===== config.mk =====
export PLATFORM = sky130hd
export DESIGN_NAME = status_led_blink_controller
export DESIGN_NICKNAME = d
export VERILOG_FILES = /design/src/rtl/slbc_pkg.sv /design/src/rtl/slbc_cfg_regs.sv /design/src/rtl/slbc_in_reg.sv /design/src/rtl/slbc_core.sv /design/src/rtl/slbc_out_reg.sv /design/src/rtl/status_led_blink_controller.sv
export SDC_FILE = /design/constraint.sdc
export NUM_CORES = 1
export LEC_CHECK = 0
export ABC_AREA = 1
export BUFFER_PORTS_ARGS = -buffer_cell sky130_fd_sc_hd__buf_2
export CAP_MARGIN = 30
export CELL_PAD_IN_SITES_DETAIL_PLACEMENT = 1
export CELL_PAD_IN_SITES_GLOBAL_PLACEMENT = 2
export CORE_ASPECT_RATIO = 1.25
export CORE_MARGIN = 2
export CORE_UTILIZATION = 35
export DETAILED_ROUTE_END_ITERATION = 6
export GPL_TIMING_DRIVEN = 0
export PLACE_DENSITY_LB_ADDON = 0.1
export SETUP_SLACK_MARGIN = 0.15
export SLEW_MARGIN = 20
export SYNTH_ARGS = -nofsm -noshare
export SYNTH_HDL_FRONTEND = slang
export SYNTH_SLANG_ARGS = --single-unit

===== constraint.sdc =====
create_clock -name clk -period 5.67 [get_ports clk]
set_clock_uncertainty 0.2 [all_clocks]
set_input_delay 1.134 -clock clk [delete_from_list [all_inputs] [get_ports clk]]
set_output_delay 1.134 -clock clk [all_outputs]
set_load 0.03 [all_outputs]

===== src/rtl/slbc_pkg.sv =====
// ============================================================================
// slbc_pkg
// Shared types and constants for the status LED blink controller.
// ============================================================================
package slbc_pkg;

    localparam int PHASE_W   = 16;
    localparam int RUN_W     = 32;
    localparam int LOOPS_W   = 24;
    localparam int MODE_IN_W = 8;
    localparam int CFG_IDX_W = 3;
    localparam int TDATA_IN_W  = 8;
    localparam int TDATA_OUT_W = 64;

    localparam logic [PHASE_W-1:0] BLINK_A_ON_RST  = 16'd300;
    localparam logic [PHASE_W-1:0] BLINK_A_OFF_RST = 16'd700;
    localparam logic [PHASE_W-1:0] BLINK_B_ON_RST  = 16'd1000;
    localparam logic [PHASE_W-1:0] BLINK_B_OFF_RST = 16'd1000;
    localparam logic [PHASE_W-1:0] STEADY_RST      = 16'd1000;

    localparam logic [CFG_IDX_W-1:0] CFG_BLINK_A_ON  = 3'd0;
    localparam logic [CFG_IDX_W-1:0] CFG_BLINK_A_OFF = 3'd1;
    localparam logic [CFG_IDX_W-1:0] CFG_BLINK_B_ON  = 3'd2;
    localparam logic [CFG_IDX_W-1:0] CFG_BLINK_B_OFF = 3'd3;
    localparam logic [CFG_IDX_W-1:0] CFG_STEADY      = 3'd4;

    typedef enum logic [1:0] {
        MODE_BLINK_A = 2'd0,
        MODE_BLINK_B = 2'd1,
        MODE_ON      = 2'd2,
        MODE_OFF     = 2'd3
    } mode_t;

    typedef enum logic {
        REQ_TICK = 1'b0,
        REQ_MODE = 1'b1
    } req_type_t;

    typedef struct packed {
        logic [PHASE_W-1:0] blink_a_on_ms;
        logic [PHASE_W-1:0] blink_a_off_ms;
        logic [PHASE_W-1:0] blink_b_on_ms;
        logic [PHASE_W-1:0] blink_b_off_ms;
        logic [PHASE_W-1:0] steady_period_ms;
    } cfg_t;

    typedef struct packed {
        req_type_t              req_type;
        logic [MODE_IN_W-1:0]   mode_value;
    } item_t;

    typedef struct packed {
        logic                   led_level;
        mode_t                  mode_echo;
        logic                   phase_now;
        logic [LOOPS_W-1:0]     completed_loops;
        logic [RUN_W-1:0]       run_time_ms;
        logic                   phase_expired;
    } result_t;

endpackage


===== src/rtl/slbc_cfg_regs.sv =====
// ============================================================================
// slbc_cfg_regs
// Phase length registers, written through the plain write port.
// ============================================================================
module slbc_cfg_regs
(
    input  logic                            clk,
    input  logic                            rst_n,
    input  logic                            cfg_wr_en,
    input  logic [slbc_pkg::CFG_IDX_W-1:0]  cfg_index,
    input  logic [slbc_pkg::PHASE_W-1:0]    cfg_data,
    output slbc_pkg::cfg_t                  cfg
);

    slbc_pkg::cfg_t cfg_reg;

    always_ff @(posedge clk or negedge rst_n)
    begin
        if (!rst_n)
        begin
            cfg_reg.blink_a_on_ms    <= slbc_pkg::BLINK_A_ON_RST;
            cfg_reg.blink_a_off_ms   <= slbc_pkg::BLINK_A_OFF_RST;
            cfg_reg.blink_b_on_ms    <= slbc_pkg::BLINK_B_ON_RST;
            cfg_reg.blink_b_off_ms   <= slbc_pkg::BLINK_B_OFF_RST;
            cfg_reg.steady_period_ms <= slbc_pkg::STEADY_RST;
        end
        else if (cfg_wr_en)
        begin
            unique case (cfg_index)
                slbc_pkg::CFG_BLINK_A_ON:  cfg_reg.blink_a_on_ms    <= cfg_data;
                slbc_pkg::CFG_BLINK_A_OFF: cfg_reg.blink_a_off_ms   <= cfg_data;
                slbc_pkg::CFG_BLINK_B_ON:  cfg_reg.blink_b_on_ms    <= cfg_data;
                slbc_pkg::CFG_BLINK_B_OFF: cfg_reg.blink_b_off_ms   <= cfg_data;
                slbc_pkg::CFG_STEADY:      cfg_reg.steady_period_ms <= cfg_data;
                default: ;
            endcase
        end
    end

    assign cfg = cfg_reg;

endmodule


===== src/rtl/slbc_in_reg.sv =====
// ============================================================================
// slbc_in_reg
// Input register: holds one accepted word until the core takes it.
// ============================================================================
module slbc_in_reg
(
    input  logic                            clk,
    input  logic                            rst_n,
    input  logic                            s_axis_tvalid,
    output logic                            s_axis_tready,
    input  logic [slbc_pkg::TDATA_IN_W-1:0] s_axis_tdata,  // [7:0] mode_value
    input  logic                            s_axis_tuser,  // [0] req_type
    input  logic                            take,
    output logic                            valid,
    output slbc_pkg::item_t                 item
);

    logic            valid_reg;
    slbc_pkg::item_t item_reg;

    assign s_axis_tready = !valid_reg || take;

    always_ff @(posedge clk or negedge rst_n)
    begin
        if (!rst_n)
        begin
            valid_reg <= 1'b0;
        end
        else if (s_axis_tready)
        begin
            valid_reg <= s_axis_tvalid;
        end
    end

    always_ff @(posedge clk)
    begin
        if (s_axis_tready && s_axis_tvalid)
        begin
            item_reg.req_type   <= slbc_pkg::req_type_t'(s_axis_tuser);
            item_reg.mode_value <= s_axis_tdata;
        end
    end

    assign valid = valid_reg;
    assign item  = item_reg;

endmodule


===== src/rtl/slbc_core.sv =====
// ============================================================================
// slbc_core
// Blink state: phase countdown, mode changes, run time and loop counters.
// ============================================================================
module slbc_core
#(
    parameter int LOOP_COUNT_BITS = 24
)
(
    input  logic                clk,
    input  logic                rst_n,
    input  logic                fire,
    input  slbc_pkg::item_t     item,
    input  slbc_pkg::cfg_t      cfg,
    output slbc_pkg::result_t   result
);

    slbc_pkg::mode_t                mode_reg, mode_next;
    logic                           phase_reg, phase_next;
    logic [slbc_pkg::PHASE_W-1:0]   len_reg, len_next;
    logic [slbc_pkg::PHASE_W-1:0]   rem_reg, rem_next;
    logic [slbc_pkg::RUN_W-1:0]     run_reg, run_next;
    logic [LOOP_COUNT_BITS-1:0]     loop_reg, loop_next;
    logic                           led_reg, led_next;
    logic                           expired;

    slbc_pkg::mode_t                req_mode;
    logic                           req_steady;
    logic                           cur_steady;
    logic [slbc_pkg::PHASE_W-1:0]   req_on_len;
    logic [slbc_pkg::PHASE_W-1:0]   cur_on_len;
    logic [slbc_pkg::PHASE_W-1:0]   cur_off_len;
    logic [31:0]                    loop_ext;

    assign req_mode   = (item.mode_value[slbc_pkg::MODE_IN_W-1:2] != '0)
                        ? slbc_pkg::MODE_BLINK_A
                        : slbc_pkg::mode_t'(item.mode_value[1:0]);
    assign req_steady = (req_mode == slbc_pkg::MODE_ON) || (req_mode == slbc_pkg::MODE_OFF);
    assign cur_steady = (mode_reg == slbc_pkg::MODE_ON) || (mode_reg == slbc_pkg::MODE_OFF);
    assign req_on_len = (req_mode == slbc_pkg::MODE_BLINK_B) ? cfg.blink_b_on_ms
                                                             : cfg.blink_a_on_ms;
    assign cur_on_len = (mode_reg == slbc_pkg::MODE_BLINK_B) ? cfg.blink_b_on_ms
                                                             : cfg.blink_a_on_ms;
    assign cur_off_len = (mode_reg == slbc_pkg::MODE_BLINK_B) ? cfg.blink_b_off_ms
                                                              : cfg.blink_a_off_ms;

    always_comb
    begin
        mode_next  = mode_reg;
        phase_next = phase_reg;
        len_next   = len_reg;
        rem_next   = rem_reg;
        run_next   = run_reg;
        loop_next  = loop_reg;
        led_next   = led_reg;
        expired    = 1'b0;
        priority if (!fire)
        begin
        end
        else if (item.req_type == slbc_pkg::REQ_MODE)
        begin
            if (req_mode != mode_reg)
            begin
                mode_next  = req_mode;
                phase_next = 1'b0;
                if (req_steady)
                begin
                    led_next = (req_mode == slbc_pkg::MODE_ON);
                    len_next = cfg.steady_period_ms;
                    rem_next = cfg.steady_period_ms;
                end
                else
                begin
                    led_next = 1'b1;
                    len_next = req_on_len;
                    rem_next = req_on_len;
                end
            end
        end
        else if (rem_reg <= slbc_pkg::PHASE_W'(1))
        begin
            expired  = 1'b1;
            run_next = run_reg + slbc_pkg::RUN_W'(len_reg);
            priority if (cur_steady)
            begin
                led_next   = (mode_reg == slbc_pkg::MODE_ON);
                phase_next = 1'b0;
                len_next   = cfg.steady_period_ms;
                rem_next   = cfg.steady_period_ms;
            end
            else if (!phase_reg)
            begin
                phase_next = 1'b1;
                led_next   = 1'b0;
                len_next   = cur_off_len;
                rem_next   = cur_off_len;
            end
            else
            begin
                phase_next = 1'b0;
                led_next   = 1'b1;
                loop_next  = loop_reg + LOOP_COUNT_BITS'(1);
                len_next   = cur_on_len;
                rem_next   = cur_on_len;
            end
        end
        else
        begin
            rem_next = rem_reg - slbc_pkg::PHASE_W'(1);
        end
    end

    always_ff @(posedge clk or negedge rst_n)
    begin
        if (!rst_n)
        begin
            mode_reg  <= slbc_pkg::MODE_BLINK_A;
            phase_reg <= 1'b0;
            len_reg   <= slbc_pkg::BLINK_A_ON_RST;
            rem_reg   <= slbc_pkg::BLINK_A_ON_RST;
            run_reg   <= '0;
            loop_reg  <= '0;
            led_reg   <= 1'b1;
        end
        else
        begin
            mode_reg  <= mode_next;
            phase_reg <= phase_next;
            len_reg   <= len_next;
            rem_reg   <= rem_next;
            run_reg   <= run_next;
            loop_reg  <= loop_next;
            led_reg   <= led_next;
        end
    end

    assign loop_ext = 32'(loop_next);

    always_comb
    begin
        result.led_level       = led_next;
        result.mode_echo       = mode_next;
        result.phase_now       = phase_next;
        result.completed_loops = loop_ext[slbc_pkg::LOOPS_W-1:0];
        result.run_time_ms     = run_next;
        result.phase_expired   = expired;
    end

endmodule


===== src/rtl/slbc_out_reg.sv =====
// ============================================================================
// slbc_out_reg
// Result register driving the master-side stream.
// ============================================================================
module slbc_out_reg
(
    input  logic                                clk,
    input  logic                                rst_n,
    input  logic                                load,
    input  slbc_pkg::result_t                   result,
    output logic                                m_axis_tvalid,
    input  logic                                m_axis_tready,
    // [0] led_level, [2:1] mode_echo, [3] phase_now, [27:4] completed_loops,
    // [59:28] run_time_ms, [60] phase_expired, [63:61] zero
    output logic [slbc_pkg::TDATA_OUT_W-1:0]    m_axis_tdata
);

    logic               valid_reg;
    slbc_pkg::result_t  res_reg;

    always_ff @(posedge clk or negedge rst_n)
    begin
        if (!rst_n)
        begin
            valid_reg <= 1'b0;
        end
        else if (load)
        begin
            valid_reg <= 1'b1;
        end
        else if (m_axis_tready)
        begin
            valid_reg <= 1'b0;
        end
    end

    always_ff @(posedge clk)
    begin
        if (load)
        begin
            res_reg <= result;
        end
    end

    assign m_axis_tvalid = valid_reg;
    assign m_axis_tdata  = {3'b000,
                            res_reg.phase_expired,
                            res_reg.run_time_ms,
                            res_reg.completed_loops,
                            res_reg.phase_now,
                            res_reg.mode_echo,
                            res_reg.led_level};

endmodule


===== src/rtl/status_led_blink_controller.sv =====
// ============================================================================
// status_led_blink_controller
// LED blink pattern generator driven by millisecond ticks and mode writes.
// ============================================================================
// Input stream: one word per tick (tuser = 0) or mode write (tuser = 1,
// tdata = raw mode byte). Every input word yields exactly one result word
// on the output stream with the LED level, mode, phase, loop count, run time
// and a phase-expired flag, all as they stand after that word.
// Phase lengths come from five registers on the write port; a new value is
// used when the next phase starts. Write them while the stream is idle.
// Path: an accepted word waits in the input register, and its result is then
// held in the result register.
// Throughput: one word per cycle while m_axis_tready is high; the state
// update is a single decrement, compare and 32-bit add between the two registers.
// Reset: registers return to 300/700/1000/1000/1000 ms, mode blink A in its
// on phase with the LED on, counters cleared, both streams empty.
// Stall: a result waiting on m_axis_tready holds; an empty input register
// takes at most one more word, then s_axis_tready stays low until the result
// is taken.
// ============================================================================
module status_led_blink_controller
#(
    parameter int LOOP_COUNT_BITS = 24
)
(
    input  logic                                clk,
    input  logic                                rst_n,
    input  logic                                s_axis_tvalid,
    output logic                                s_axis_tready,
    input  logic [slbc_pkg::TDATA_IN_W-1:0]     s_axis_tdata,  // [7:0] mode_value
    input  logic                                s_axis_tuser,  // [0] req_type
    output logic                                m_axis_tvalid,
    input  logic                                m_axis_tready,
    // [0] led_level, [2:1] mode_echo, [3] phase_now, [27:4] completed_loops,
    // [59:28] run_time_ms, [60] phase_expired, [63:61] zero
    output logic [slbc_pkg::TDATA_OUT_W-1:0]    m_axis_tdata,
    input  logic                                cfg_wr_en,
    input  logic [slbc_pkg::CFG_IDX_W-1:0]      cfg_index,
    input  logic [slbc_pkg::PHASE_W-1:0]        cfg_data
);

    slbc_pkg::cfg_t     cfg;
    slbc_pkg::item_t    item;
    slbc_pkg::result_t  result;
    logic               in_valid;
    logic               advance;

    assign advance = in_valid && (!m_axis_tvalid || m_axis_tready);

    slbc_cfg_regs u_cfg
    (
        .clk       (clk),
        .rst_n     (rst_n),
        .cfg_wr_en (cfg_wr_en),
        .cfg_index (cfg_index),
        .cfg_data  (cfg_data),
        .cfg       (cfg)
    );

    slbc_in_reg u_in
    (
        .clk           (clk),
        .rst_n         (rst_n),
        .s_axis_tvalid (s_axis_tvalid),
        .s_axis_tready (s_axis_tready),
        .s_axis_tdata  (s_axis_tdata),
        .s_axis_tuser  (s_axis_tuser),
        .take          (advance),
        .valid         (in_valid),
        .item          (item)
    );

    slbc_core
    #(
        .LOOP_COUNT_BITS (LOOP_COUNT_BITS)
    )
    u_core
    (
        .clk    (clk),
        .rst_n  (rst_n),
        .fire   (advance),
        .item   (item),
        .cfg    (cfg),
        .result (result)
    );

    slbc_out_reg u_out
    (
        .clk           (clk),
        .rst_n         (rst_n),
        .load          (advance),
        .result        (result),
        .m_axis_tvalid (m_axis_tvalid),
        .m_axis_tready (m_axis_tready),
        .m_axis_tdata  (m_axis_tdata)
    );

endmodule


==> flow_summary_export.csv, run 1 <==
group,metric,value,unit
outcome,status,"finished clean",
layout,n_fill_cell,4495,
layout,area.sequential,6502,um^2
sta,setup_tns,0,ps
pwr,clkPwrFrac,27.2,%
sta,setup_viol,0,
layout,syn_to_final_growth,15.96,%
setup_path,regToRegEndpoint,"u_out.m_axis_tdata[51]",
pwr,p_comb_share,33.9,%
hold_path,min_to,"u_cfg.cfg[17]",
pwr,peakVddDrop,0.1859,mV
sta,hold_slack,278.9,ps
synth,synth_xor_area_share,2.119,%
sta,drv_slew,0,
hold_path,hold_class,"reg -> reg",
synth,synthMuxAreaShare,0.07813,%
global_route,grt_overflow,0,
clock_tree,post-cts-setup-buffer-count,0,
synth,synth_top_family_by_area,"simple AND/OR/NAND/NOR gates",
sta,tightest_slew,831.7,ps
synth,syn_area,12810,um^2
global_route,antenna_found_initial,0,
pwr,leakage,7.287,nW
floorplanning,coreArea,36210,um^2
floorplanning,die_area,38160,um^2
synth,synth-simple-area-share,31.89,%
global_route,grt_pass1_wl,65310,um
route,drt-pass1-iter-count,4,
layout,final_cells,2273,
setup_path,cp.required,5780,ps
setup_path,crit_path_top_delay_cell,"dfrtp_1",
route,drc_errors,0,
pwr,swShare,39.57,%
clock_tree,h-tree-depth,1,
layout,diodes,0,
place,dp_hpwl,32310,um
setup_path,critPathCaptureType,"flop",
layout,drive_gt1_share,12.83,%
synth,synth_compound_area_share,5.997,%
sta,max_slew_margin,44.55,%
setup_path,criticalPathCategory,"reg -> reg",
floorplanning,ios,99,
pwr,seq_power_share,38.9,%
route,wirelength,41230,um
synth,synth_most_common_cell,"nand2_1",
synth,synth_top_area_share,26.76,%
setup_path,critPathMaxFanout,10,
floorplanning,start_util,35.38,%
clock_tree,postCtsResizedCells,0,
sta,rsz0062_at_grt,"false",
synth,syn_area_per_cell,7.802,um^2
setup_path,cp_top_family,"simple AND/OR/NAND/NOR gates",
setup_path,r2r_cells,12,
place,place_inst,2221,
clock_tree,cts_buffer_depth,3,
route,vias,10980,
global_route,first_global_vias,11500,
hold_path,min_from,"u_cfg.cfg[17]",
synth,yosysTopAreaCell,"dfrtp_1",
layout,multiInputGateArea,5404,um^2
synth,synth_fa_ha_area_share,2.012,%
sta,fin_crit,3069,ps
route,wire_per_inst,18.14,um
clock_tree,cts_tree,"yes",
pwr,p_switching,2.560,mW
setup_path,path_cells,"inv_1 > ha_1 > inv_1 > nor2_1 > nand3_1 > nand2_1 > nand3_2 > inv_2 > buf_2 > nand3_1 > nand2_1 > inv_1",
pwr,power_density,435.5,nW/um^2
setup_path,startpoint,"u_core.rem_reg[0]",
setup_path,r2r_setup_slack,2600,ps
synth,ys.flop_type,"dfrtp_1",
setup_path,cp-start-kind,"flop",
synth,yosysWarnings,0,
clock_tree,postCtsHoldBufs,0,
place,port-buffer-count,95,
global_route,grt_start_max_net_pins,89,
run,maxCapViolCount,0,
layout,largest_register_ffs,80,
sta,fmax,325.9,MHz
global_route,grtUsageTotal,22.20,%
synth,synth_seq_cells,244,
clock_tree,cts_sinks,244,
setup_path,crit_buf_inv,5,
sta,hold_violations,0,
floorplanning,die_w,175.1,um
route,drt-vias-per-instance,4.830,
sta,finalCritPeriodShare,54.12,%
floorplanning,rows,78,
layout,nNetsFinal,1824,
setup_path,path_common_cell,"inv_1",
route,antenna_left,0,
synth,async_flop_share,71.31,%
synth,synthTopCellsByArea,"dfrtp_1 (27%), edfxtp_1 (16%), nand2_1 (16%)",
synth,synth_edf_count,70,
place,place.gp.congestion,0.8558,
synth,synth_cells,1642,
hold_path,holdPathStages,2,
synth,ys_types,40,
route,drtIter0Drc,517,
clock_tree,clkTransAtPathRegs,70,ps
synth,ys_seq_area_share,50.76,%
synth,synthTopCellsByCount,"nand2_1 (533), nor2_1 (194), inv_1 (170), nand3_1 (153), dfrtp_1 (137)",
clock_tree,cts_root_buf,"clkbuf_16",
clock_tree,cts_buffers,28,
setup_path,critical-path-max-stage-delay,430,ps
pwr,intPower,3.910,mW
clock_tree,insertion_delay,570,ps
floorplanning,die_y,217.9,um
setup_path,r2r_start,"u_core.rem_reg[0]",
setup_path,arrival,3180,ps
cells by family after synthesis:
logic type      count (synthesis)
compound gates                150
xor+xnor                       31
fa+ha+maj                      20
buf+inv                       230
flops                         244
mux                             1
other cells                     1
simple gates                  965
cells in the final DEF, fill, tap and decap left out, drive strengths merged, types with 13 or more instances in the layout:
cell type,n
a21oi,13
buf,120
clkbuf,71
dfrtp,137
dfstp,37
edfxtp,70
ha,19
inv,174
nand2,541
nand3,156
nand4,32
nor2,202
nor3,21
o21ai,130
xor2,19
worst max-delay path by stage:
stage | to | cells past startpoint
floorplan | u_core.rem_reg[10] | 8
global placement | u_cfg.cfg[20] | 1
detailed placement | u_out.m_axis_tdata[31] | 10
CTS | u_out.m_axis_tdata[41] | 12
global route | u_out.m_axis_tdata[41] | 12
finish | u_out.m_axis_tdata[51] | 12
power by group through the flow:
stage,clock network [mW],logic (mW),registers (mW)
2_1_floorplan,0,1.39,2.58
3_3_place_gp,0,2.16,2.54
3_5_place_dp,0,2.22,2.54
4_1_cts,1.82,2.23,2.52
5_1_grt,1.88,2.49,2.56
6_report,1.76,2.19,2.51
worst reg2reg max path: stages, from the launching register on:
cell,delay [ps]
dfrtp_1,430
inv_1,170
ha_1,290
inv_1,90
nor2_1,260
nand3_1,120
nand2_1,310
nand3_2,230
inv_2,160
buf_2,290
nand3_1,110
nand2_1,80
inv_1,70
layer usage:
metal / share of wire [%] / wire length (um) / global-route usage [%] / up-vias
li1: - / - / - / 5510
met3: 2.6 / 1072 / 2.458 / 82
met4: 4.2 / 1750 / 9.194 / 0
met1: 41 / 16860 / 25.56 / 5226
met2: 52 / 21550 / 41.51 / 160
met5: 0 / 0 / 0 / -
per-stage QoR:
step                      setup slack [ps]  cell area, um^2  power [mW]  util (%)
after floorplan                       2063            12820       3.966         -
after global placement               189.3            13890       4.704     38.38
after detailed placement              2067            13960       4.763     38.56
after CTS                             2565            14860       6.566     41.03
after global routing                  2364            14860       6.930     41.03
final                                 2601            14860       6.470     41.03
final cells by class:
class | instances | area share (%)
clock inverters | 12 | 0.4380
flip-flops and latches | 244 | 43.77
well taps | 480 | 4.043
inverters | 176 | 4.464
multi-input cells | 1170 | 36.38
plain buffers | 54 | 1.693
clock buffers | 40 | 5.576
repair buffers | 97 | 3.639
Power figures use the tool's default switching activity.
==> run 2, diff against run 1 <==
--- a/config.mk
+++ b/config.mk
@@ -12,7 +12,7 @@
 export CELL_PAD_IN_SITES_GLOBAL_PLACEMENT = 2
 export CORE_ASPECT_RATIO = 1.25
 export CORE_MARGIN = 2
-export CORE_UTILIZATION = 35
+export CORE_UTILIZATION = 32
 export DETAILED_ROUTE_END_ITERATION = 6
 export GPL_TIMING_DRIVEN = 0
 export PLACE_DENSITY_LB_ADDON = 0.1
==> constraint.sdc (replaced) <==
create_clock -name clk -period 2.7 [get_ports clk]
set_clock_uncertainty 0.2 [all_clocks]
set_input_delay 0.54 -clock clk [delete_from_list [all_inputs] [get_ports clk]]
set_output_delay 0.54 -clock clk [all_outputs]
set_load 0.03 [all_outputs]
==> run 2 against run 1 <==
Against the previous run: power grew 120%; sequential share of layout area shrank 1.7 points; setup slack lost 2400 ps; die area grew 9.2%; sequential power grew 110%; clock power grew 120%; final area grew 4.2%; non-clock buffer count grew 31; utilization shrank 1.7 points; routed wire length grew 3.5%; critical path depth shrank 2; via count grew 1.5%; critical endpoint is now u_core.rem_reg[14].
==> flow_summary_export.csv, run 2 (same netlist as run 1, synthesis figures left out) <==
group,metric,value,unit
outcome,status,"finished clean",
pwr,seq_power_share,37.5,%
sta,worst_slack,181.8,ps
setup_path,critPathMaxFanout,7,
place,preCtsSetupSlack,-380.5,ps
sta,max_slew_margin,48.18,%
pwr,p_comb_share,35.0,%
clock_tree,cts_tree,"yes",
setup_path,critical-path-max-stage-delay,330,ps
global_route,antenna_found_initial,0,
setup_path,cp-start-kind,"flop",
route,drt-pass1-iter-count,5,
floorplanning,coreArea,39320,um^2
floorplanning,die_w,183.0,um
pwr,peakVddDrop,0.4883,mV
setup_path,startpoint,"u_core.mode_reg[1]",
run,maxCapViolCount,0,
route,vias,11150,
setup_path,criticalPathCategory,"reg -> reg",
clock_tree,h-tree-depth,1,
setup_path,cp_top_family,"simple AND/OR/NAND/NOR gates",
floorplanning,die_area,41660,um^2
layout,final_common_cell,"nand2_1",
place,dp_hpwl,33130,um
setup_path,cp.required,2950,ps
route,wire_per_inst,18.37,um
setup_path,arrival,2770,ps
route,antenna_left,0,
pwr,intPower,8.577,mW
clock_tree,cts_buffers,28,
pwr,swShare,39.25,%
clock_tree,insertion_delay,580,ps
setup_path,r2r_start,"u_core.mode_reg[1]",
clock_tree,cts_buffer_depth,3,
pwr,leakage,7.526,nW
setup_path,regToRegEndpoint,"u_core.rem_reg[14]",
floorplanning,rows,81,
setup_path,r2r_setup_slack,180,ps
clock_tree,clkTransAtPathRegs,60,ps
floorplanning,die_y,227.7,um
place,placed_cell_area,14020,um^2
pwr,clkPwrFrac,27.5,%
layout,nNetsFinal,1856,
layout,final_cell_mix,"nand2_1 (523), nor2_1 (184), inv_1 (165)",
sta,drv_slew,0,
pwr,p_switching,5.541,mW
global_route,grtUsageTotal,20.69,%
hold_path,min_to,"u_cfg.cfg[40]",
sta,hold_violations,0,
sta,finalCritPeriodShare,93.27,%
clock_tree,cts_root_buf,"clkbuf_16",
setup_path,crit_buf_inv,3,
layout,fin_area,15470,um^2
place,place.gp.congestion,0.9137,
sta,hold_slack,64.00,ps
route,wirelength,42680,um
setup_path,r2r_cells,10,
route,drc_errors,0,
route,drt-vias-per-instance,4.798,
global_route,grt_pass1_wl,67300,um
global_route,grt_start_max_net_pins,89,
sta,fin_crit,2518,ps
global_route,grt_overflow,0,
pwr,p_total,14.12,mW
setup_path,crit_path_top_delay_cell,"o21ai_0",
setup_path,critPathCaptureType,"flop",
global_route,first_global_vias,11840,
setup_path,path_cells,"buf_2 > clkinvlp_4 > nand2_2 > clkinvlp_4 > o21ai_0 > nand3_1 > nand4_1 > nand3_1 > nand2_1 > nand2_1",
place,port-buffer-count,95,
sta,tightest_slew,777.3,ps
sta,fmax,397.1,MHz
layout,diodes,0,
sta,setup_tns,0,ps
route,drtIter0Drc,433,
sta,rsz0062_at_grt,"true",
floorplanning,ios,99,
floorplanning,start_util,32.58,%
hold_path,holdPathStages,3,
layout,n_fill_cell,4831,
clock_tree,cts_sinks,244,
pwr,power_density,912.4,nW/um^2
hold_path,hold_class,"in -> reg",
layout,syn_to_final_growth,20.78,%
layout,drive_gt1_share,16.05,%
layout,largest_register_ffs,80,
sta,setup_viol,0,
hold_path,min_from,"cfg_data[8]",
[run 2: how the worst max path moves through the flow]
stage | end | slack, ps | cells past startpoint
finish | u_core.rem_reg[14] | 180 | 10
global route | u_core.rem_reg[10] | 110 | 10
CTS | u_core.rem_reg[11] | 100 | 12
detailed placement | u_out.m_axis_tdata[51] | -380 | 12
global placement | u_cfg.cfg[49] | -2250 | 1
floorplan | u_core.rem_reg[10] | 150 | 9
[run 2: final cells by class]
cell class | count | area (um^2) | area share, %
Timing Repair inverter | 1 | 5.005 | 0.03234
Timing Repair Buffer | 128 | 853.3 | 5.515
Tap cell | 498 | 623.1 | 4.027
Buffer | 54 | 292.8 | 1.892
Multi-Input combinational cell | 1170 | 5584 | 36.09
Clock inverter | 15 | 161.4 | 1.043
Clock buffer | 37 | 774.5 | 5.005
Sequential cell | 244 | 6504 | 42.03
Inverter | 176 | 675.6 | 4.366
[run 2: power by group through the flow]
| stage | registers [mW] | clock network [mW] | logic (mW) |
|---|---|---|---|
| global route | 5.39 | 4.12 | 5.56 |
| global placement | 5.34 | 0 | 4.59 |
| CTS | 5.28 | 4.01 | 4.83 |
| detailed placement | 5.34 | 0 | 4.69 |
| floorplan | 5.41 | 0 | 2.92 |
| finish | 5.29 | 3.88 | 4.95 |
[run 2: repair_timing]
item	in CTS	in global routing
pin swaps	4	9
cloned	0	1
gates resized for setup	25	49
endpoints found under the hold margin	148	0
setup buffers	8	10
endpoints found under the setup margin	127	73
hold buffers	12	0
[run 2: layer usage]
metal | GRT usage, % | part of all wire [%] | up-vias
li1 | - | - | 5580
met1 | 24.17 | 41 | 5362
met2 | 39.81 | 54 | 141
met3 | 1.691 | 2.2 | 62
met4 | 5.950 | 2.7 | 0
met5 | 0 | 0 | -
[run 2: metrics by stage]
stage                     utilization (%)  instances
final                               39.35       2323
after global routing                39.35       2323
after CTS                           38.70       2312
after detailed placement            35.64       2240
after global placement              35.43       2237
after floorplan                         -       1644
[run 2: worst register-to-register path: stages, from the launching register on]
cell and delay, ps:
dfrtp_1 320, buf_2 210, clkinvlp_4 200, nand2_2 180
clkinvlp_4 230, o21ai_0 340, nand3_1 210, nand4_1 120
nand3_1 220, nand2_1 130, nand2_1 50
